**src/hdl/uvc_pkg.sv**
```systemverilog
// ----------------------------------------------------------------------------
// uvc_pkg
// Shared types and constants for the 16-bit unit vector compressor.
// ----------------------------------------------------------------------------
package uvc_pkg;

	localparam int unsigned CompW   = 16;
	localparam int unsigned MagW    = CompW + 1;
	localparam int unsigned SumW    = MagW;
	localparam int unsigned QBits   = 7;
	localparam int unsigned RemW    = 22;
	localparam int unsigned DvsW    = SumW + QBits - 1;
	localparam int unsigned XbW     = 6;
	localparam int unsigned YbW     = 7;
	localparam int unsigned CodeW   = 16;

	localparam logic [QBits-1:0] FoldBase = 7'd127;

	typedef struct packed {
		logic [2:0]        sgn;
		logic              zero;
		logic [DvsW-1:0]   dvs;
		logic [RemW-1:0]   rx;
		logic [RemW-1:0]   ry;
		logic [QBits-1:0]  qx;
		logic [QBits-1:0]  qy;
	} uvc_work_t;

endpackage

```
**src/hdl/uvc_front.sv**
```systemverilog
// ----------------------------------------------------------------------------
// uvc_front
// Sign split, magnitudes, sum and scaled numerators; loads the divider chain.
// ----------------------------------------------------------------------------
module uvc_front (
	input  logic                      clk,
	input  logic                      arst_n,
	input  logic                      in_valid,
	output logic                      in_stall,
	input  logic [uvc_pkg::CompW-1:0] x_component,
	input  logic [uvc_pkg::CompW-1:0] y_component,
	input  logic [uvc_pkg::CompW-1:0] z_component,
	output logic                      out_valid,
	input  logic                      out_stall,
	output uvc_pkg::uvc_work_t        out_data
);

	logic [uvc_pkg::MagW-1:0] xe, ye, ze;
	logic [uvc_pkg::MagW-1:0] ax, ay, az;
	logic [uvc_pkg::SumW-1:0] sum;
	uvc_pkg::uvc_work_t       work;
	logic                     valid_q;
	uvc_pkg::uvc_work_t       data_q;

	assign xe = {x_component[uvc_pkg::CompW-1], x_component};
	assign ye = {y_component[uvc_pkg::CompW-1], y_component};
	assign ze = {z_component[uvc_pkg::CompW-1], z_component};

	assign ax = x_component[uvc_pkg::CompW-1] ? (~xe + 17'd1) : xe;
	assign ay = y_component[uvc_pkg::CompW-1] ? (~ye + 17'd1) : ye;
	assign az = z_component[uvc_pkg::CompW-1] ? (~ze + 17'd1) : ze;

	assign sum = ax + ay + az;

	always_comb begin
		work.sgn  = {x_component[uvc_pkg::CompW-1], y_component[uvc_pkg::CompW-1],
			z_component[uvc_pkg::CompW-1]};
		work.zero = (sum == '0);
		work.dvs  = {sum, 6'd0};
		work.rx   = {ax[14:0], 7'd0} - {4'd0, ax[16:0], 1'b0};
		work.ry   = {ay[14:0], 7'd0} - {4'd0, ay[16:0], 1'b0};
		work.qx   = '0;
		work.qy   = '0;
	end

	assign in_stall = valid_q & out_stall;

	always_ff @(posedge clk or negedge arst_n) begin
		if (!arst_n) begin
			valid_q <= 1'b0;
		end else if (!in_stall) begin
			valid_q <= in_valid;
		end
	end

	always_ff @(posedge clk) begin
		if (in_valid && !in_stall) begin
			data_q <= work;
		end
	end

	assign out_valid = valid_q;
	assign out_data  = data_q;

endmodule

```
**src/hdl/uvc_div_cell.sv**
```systemverilog
// ----------------------------------------------------------------------------
// uvc_div_cell
// One restoring-division step: one quotient bit for x and for y per cell.
// ----------------------------------------------------------------------------
module uvc_div_cell (
	input  logic               clk,
	input  logic               arst_n,
	input  logic               in_valid,
	output logic               in_stall,
	input  uvc_pkg::uvc_work_t in_data,
	output logic               out_valid,
	input  logic               out_stall,
	output uvc_pkg::uvc_work_t out_data
);

	logic               ge_x, ge_y;
	uvc_pkg::uvc_work_t work;
	logic               valid_q;
	uvc_pkg::uvc_work_t data_q;

	assign ge_x = {1'b0, in_data.rx} >= in_data.dvs;
	assign ge_y = {1'b0, in_data.ry} >= in_data.dvs;

	always_comb begin
		work      = in_data;
		work.rx   = ge_x ? (in_data.rx - in_data.dvs[uvc_pkg::RemW-1:0]) : in_data.rx;
		work.ry   = ge_y ? (in_data.ry - in_data.dvs[uvc_pkg::RemW-1:0]) : in_data.ry;
		work.qx   = {in_data.qx[uvc_pkg::QBits-2:0], ge_x};
		work.qy   = {in_data.qy[uvc_pkg::QBits-2:0], ge_y};
		work.dvs  = {1'b0, in_data.dvs[uvc_pkg::DvsW-1:1]};
	end

	assign in_stall = valid_q & out_stall;

	always_ff @(posedge clk or negedge arst_n) begin
		if (!arst_n) begin
			valid_q <= 1'b0;
		end else if (!in_stall) begin
			valid_q <= in_valid;
		end
	end

	always_ff @(posedge clk) begin
		if (in_valid && !in_stall) begin
			data_q <= work;
		end
	end

	assign out_valid = valid_q;
	assign out_data  = data_q;

endmodule

```
**src/hdl/uvc_pack.sv**
```systemverilog
// ----------------------------------------------------------------------------
// uvc_pack
// Fold the quotients into the 64 x 128 rectangle and register the code.
// ----------------------------------------------------------------------------
module uvc_pack (
	input  logic                      clk,
	input  logic                      arst_n,
	input  logic                      in_valid,
	output logic                      in_stall,
	input  uvc_pkg::uvc_work_t        in_data,
	output logic                      out_valid,
	input  logic                      out_stall,
	output logic [uvc_pkg::CodeW-1:0] packed_code,
	output logic                      zero_vector
);

	logic [uvc_pkg::QBits-1:0] xb, yb;
	logic [uvc_pkg::CodeW-1:0] code;
	logic                      valid_q;
	logic [uvc_pkg::CodeW-1:0] code_q;
	logic                      zero_q;

	always_comb begin
		if (in_data.zero) begin
			xb = '0;
			yb = '0;
		end else if (in_data.qx[uvc_pkg::QBits-1]) begin
			xb = uvc_pkg::FoldBase - in_data.qx;
			yb = uvc_pkg::FoldBase - in_data.qy;
		end else begin
			xb = in_data.qx;
			yb = in_data.qy;
		end
		code = {in_data.sgn, xb[uvc_pkg::XbW-1:0], yb[uvc_pkg::YbW-1:0]};
	end

	assign in_stall = valid_q & out_stall;

	always_ff @(posedge clk or negedge arst_n) begin
		if (!arst_n) begin
			valid_q <= 1'b0;
		end else if (!in_stall) begin
			valid_q <= in_valid;
		end
	end

	always_ff @(posedge clk) begin
		if (in_valid && !in_stall) begin
			code_q <= code;
			zero_q <= in_data.zero;
		end
	end

	assign out_valid   = valid_q;
	assign packed_code = code_q;
	assign zero_vector = zero_q;

endmodule

```
**src/hdl/unit_vector_compress_16bit_unit.sv**
```systemverilog
// Pipeline: front, 7 division cells, pack; each is a registered stage.
// Throughput: one beat per cycle while out_stall is low; each cell holds one beat and stalls only when full.
// The 7-cell restoring divider chain forms most of the pipeline, one quotient bit per cell.
// Reset: arst_n clears all stage valid bits asynchronously; payload is not reset.
// ----------------------------------------------------------------------------
// unit_vector_compress_16bit_unit
// Packs a signed 3D direction into a 16-bit octahedral-style code.
// ----------------------------------------------------------------------------
module unit_vector_compress_16bit_unit (
	input  logic                      clk,
	input  logic                      arst_n,
	input  logic                      in_valid,
	output logic                      in_stall,
	input  logic [uvc_pkg::CompW-1:0] x_component,
	input  logic [uvc_pkg::CompW-1:0] y_component,
	input  logic [uvc_pkg::CompW-1:0] z_component,
	output logic                      out_valid,
	input  logic                      out_stall,
	output logic [uvc_pkg::CodeW-1:0] packed_code,
	output logic                      zero_vector
);

	logic               chain_valid [uvc_pkg::QBits+1];
	logic               chain_stall [uvc_pkg::QBits+1];
	uvc_pkg::uvc_work_t chain_data  [uvc_pkg::QBits+1];

	uvc_front u_front (
		.clk         (clk),
		.arst_n      (arst_n),
		.in_valid    (in_valid),
		.in_stall    (in_stall),
		.x_component (x_component),
		.y_component (y_component),
		.z_component (z_component),
		.out_valid   (chain_valid[0]),
		.out_stall   (chain_stall[0]),
		.out_data    (chain_data[0])
	);

	for (genvar i = 0; i < uvc_pkg::QBits; i++) begin : g_cell
		uvc_div_cell u_cell (
			.clk       (clk),
			.arst_n    (arst_n),
			.in_valid  (chain_valid[i]),
			.in_stall  (chain_stall[i]),
			.in_data   (chain_data[i]),
			.out_valid (chain_valid[i+1]),
			.out_stall (chain_stall[i+1]),
			.out_data  (chain_data[i+1])
		);
	end

	uvc_pack u_pack (
		.clk         (clk),
		.arst_n      (arst_n),
		.in_valid    (chain_valid[uvc_pkg::QBits]),
		.in_stall    (chain_stall[uvc_pkg::QBits]),
		.in_data     (chain_data[uvc_pkg::QBits]),
		.out_valid   (out_valid),
		.out_stall   (out_stall),
		.packed_code (packed_code),
		.zero_vector (zero_vector)
	);

endmodule

```
**config.mk**
```make
export PLATFORM = sky130hd
export DESIGN_NAME = unit_vector_compress_16bit_unit
export DESIGN_NICKNAME = d
export VERILOG_FILES = /design/src/hdl/uvc_pkg.sv /design/src/hdl/uvc_front.sv /design/src/hdl/uvc_div_cell.sv /design/src/hdl/uvc_pack.sv /design/src/hdl/unit_vector_compress_16bit_unit.sv
export SDC_FILE = /design/constraint.sdc
export NUM_CORES = 1
export LEC_CHECK = 0
export ABC_CLOCK_PERIOD_IN_PS = 5700
export BUFFER_PORTS_ARGS = -buffer_cell sky130_fd_sc_hd__buf_2
export CAP_MARGIN = 20
export CORE_UTILIZATION = 50
export CTS_BUF_LIST = sky130_fd_sc_hd__clkbuf_4 sky130_fd_sc_hd__clkbuf_8
export DETAILED_ROUTE_END_ITERATION = 12
export PLACE_DENSITY = 0.76
export RECOVER_POWER = 100
export SYNTH_ARGS = -nofsm -noshare
export SYNTH_HDL_FRONTEND = slang
export SYNTH_HIERARCHICAL = 1
export SYNTH_SLANG_ARGS = --single-unit
```
**constraint.sdc**
```tcl
create_clock -name clk -period 5.7 [get_ports clk]
set_input_delay 1.71 -clock clk [delete_from_list [all_inputs] [get_ports clk]]
set_output_delay 1.71 -clock clk [all_outputs]
set_load 0.05 [all_outputs]
```
==> reports/summary.md <==
The run finished, with violations left. The checks that failed: capacitance limit, slew limit. For this run, the post-layout net count is 4073. The root buffer selected by CTS was sky130_fd_sc_hd__clkbuf_8.

In this run the deepest clock path goes through 3 buffers. The shortest clock period the worst path allows after layout was 5.31 ns. The post-route worst hold slack came out at 0.411 ns.

The final setup violation count is 0, and the effective utilization at floorplan is 50.4%. Library cell appearing most often on the critical path: sky130_fd_sc_hd__a21oi_1. The total overflow left after global routing is 0.

After clock tree synthesis, the flow added hold-fix buffers numbering 0. Traced cell by cell, the critical path runs through ha_1 -> a21oi_1 -> a21oi_1 -> o21ai_0 -> a211oi_1 -> a22oi_1 -> a211o_1 -> a311oi_1 -> buf_12 -> mux2_1. Input and output buffers added on the ports amount to 70. The highest-delay cell along the critical path is sky130_fd_sc_hd__a311oi_1. The total power divided by cell area works out to 612 nW/um2. Detailed placement finished with a half-perimeter wire length of 77.0 mm.

After detailed routing, the met3 layer carries 2.97 mm of wire. Routability-driven placement finished with a final weighted congestion of 0.978. In the final routing, the length of wire on met1 measures 37.0 mm. The via count of the first global-routing pass is 26900.

In this run the remaining antenna-violating nets after routing total 0. Signal routing reaches up to met4. The total die area was 79100 um2.

The path class of the tightest hold or removal check is reg -> reg. For the number of buffers inserted to repair setup after CTS, the log shows 0. The die height is 281 um, and the count of vias placed by the detailed router is 26800. The routed wire length per instance is 20.0 um, and the critical path arrival is 5.71 ns.

For this run, the detailed router's first-pass iteration total came to 5. For the largest clock skew in the final design, the log shows 0.0267 ns. CTS built an H-tree with a depth of 3. The repair_antennas step left the layout with diodes totalling 0. A synthesized cell averages 11.3 um2. After detailed routing, the number of remaining DRC violations is 0. The total area inside the core boundary comes to 77300 um2.

Global routing used 24.0% of the available tracks across all layers. Detailed routing placed a total of 49.1 mm of wire on met2. The first global-routing pass estimated 146 mm of wire. Adding up every negative setup slack in the final design gives 0 ns. The number of CTS-inserted buffers was 97.

The max-capacitance violation count is 9. The largest single stage delay on the critical path is 1.59 ns. In this run the tightest slew margin relative to its limit is -69.4%. The worst-case IR drop observed on VDD is 0.241 mV. The startpoint-to-endpoint class of the critical path is reg -> reg.

The tools report the number of antenna violations at the first check in global routing as 0. The final number of hold-violating endpoints was 0. For the worst-skew pair, the clock arrives at the later sink with an insertion delay of 0.71 ns.

Timing would allow up to 188 MHz. The site row count was 102; the share of post-route cells with drive strength above 1 was 12.9%. The synthesized netlist occupies a cell area of 39000 um2.

Vias per cell: 5.62. Setup repair after global routing left no endpoint under its margin. The synthesis-to-finish area growth works out to 8.92%. For the count of clock tree sinks, the log shows 569. The pin count of the biggest net entering global routing came out at 83. The clock transition at the register clock pins on the worst setup and hold paths after CTS works out to 0.05 ns. The kind of capture point of the worst setup path is a flop. TritonCTS built the clock tree. STA puts the critical path data required time at 6.10 ns.

For this design the top-level I/O count stands at 71. STA classifies the critical path startpoint as a flop. The logs give 333 for the count of pins over their slew limit and 95.4 mm for the total length of routed wires. At the pin with the least slew margin, the transition time is 2.54 ns.

The logs give 1565 for the number of design-rule violations left by the first detailed-router iteration and 3444 for the number of instances in the synthesized netlist. Counting cells, the worst reg-to-reg path comes to 10. The analysis attributes to cell leakage a power of 17.6 nW. The part of the cycle the worst path needs came out at 93.2%. Of all nets on the critical path, the largest fanout is 16. The horizontal die dimension is 281 um. The number of warnings reported in the yosys synthesis log is 6, and the number of cells on the worst hold path is 0.
## layout by cell type, fill, tap and decap left out, types with 34 or more instances in the layout
cell type,count
sky130_fd_sc_hd__mux2_2,110
sky130_fd_sc_hd__and2_1,35
sky130_fd_sc_hd__xnor2_1,203
sky130_fd_sc_hd__nor3_1,34
sky130_fd_sc_hd__nor2b_1,34
sky130_fd_sc_hd__clkbuf_1,57
sky130_fd_sc_hd__o21ai_0,68
sky130_fd_sc_hd__ha_1,347
sky130_fd_sc_hd__a31oi_1,42
sky130_fd_sc_hd__nand3_1,94
sky130_fd_sc_hd__edfxtp_1,560
sky130_fd_sc_hd__mux2_1,134
sky130_fd_sc_hd__clkbuf_4,44
sky130_fd_sc_hd__nor2_1,151
sky130_fd_sc_hd__a21o_1,142
sky130_fd_sc_hd__buf_2,45
sky130_fd_sc_hd__o21a_1,36
sky130_fd_sc_hd__buf_4,75
sky130_fd_sc_hd__a21oi_1,267
sky130_fd_sc_hd__xor2_1,135
sky130_fd_sc_hd__clkbuf_8,99
sky130_fd_sc_hd__nand2_1,142
sky130_fd_sc_hd__inv_1,303
## sequential cells by signal, summed over array words and instances (netlist names)
name                     flops
u_pack/out_valid             1
g_cell.u_cell/out_valid      7
u_front/out_valid            1
u_pack/zero_vector           1
u_front/out_data            63
g_cell.u_cell/out_data     480
u_pack/packed_code          16
## worst max-delay path, delay by kind of cell, from the launching register on
kind / cells / cell delay, ns
muxes: 1 / 0.45
adders and majority gates: 1 / 0.43
DFF: 1 / 0.40
AOI/OAI and AO/OA: 7 / 3.46
buffers and inverters: 1 / 0.26
## cell type report
| class | count | area [um2] |
|---|---|---|
| fillers | 6723 | 34900 |
| multi-input cells | 2484 | 19900 |
| flip-flops and latches | 569 | 17000 |
| clock buffers | 137 | 1650 |
| well taps | 1040 | 1300 |
| inverters | 306 | 1150 |
| repair buffers | 192 | 1110 |
| clock inverters | 41 | 347 |
## stage by stage
stage	setup slack, ns	cells	total power [W]	instance area (um2)	util (%)
global route	0.134	4769	0.0277	42400	54.9
CTS	0.0996	4769	0.0267	43200	55.9
detailed placement	-0.127	4591	0.0228	41200	53.3
finish	0.389	4769	0.0260	42400	54.9
global placement	0.0236	4590	0.0226	41200	53.3
floorplan	0.0169	3452	0.0190	39000	-
## power breakdown
part | internal (W) | switching, W
logic | 0.00613 | 0.00814
clock network | 0.00210 | 0.00167
registers | 0.00695 | 0.000992
total | 0.0152 | 0.0108
## worst paths after layout
check	startpoint	end	slack, ns
min	g_cell[4].u_cell/out_data[7]	g_cell[5].u_cell/out_data[8]	0.41
max in group asynchronous	arst_n	g_cell[6].u_cell/out_valid	4.35
min in group asynchronous	arst_n	g_cell[4].u_cell/out_valid	0.98
max reg2reg	g_cell[2].u_cell/out_data[16]	g_cell[3].u_cell/out_data[24]	0.39
max	g_cell[2].u_cell/out_data[16]	g_cell[3].u_cell/out_data[24]	0.39
min reg2reg	g_cell[4].u_cell/out_data[7]	g_cell[5].u_cell/out_data[8]	0.41
## routing by layer
layer	vias up	track usage, %
met5	-	0
met4	0	14.2
met3	259	3.14
met2	623	45.4
met1	12700	25.1
li1	13200	-
## what timing repair did
item / 4_1_cts / 5_1_grt
gates resized for setup: 0 / 3
endpoints found under the setup margin: 0 / 1
hold endpoints to repair: 0 / 0
No activity file was read; power rests on OpenSTA's default activity.
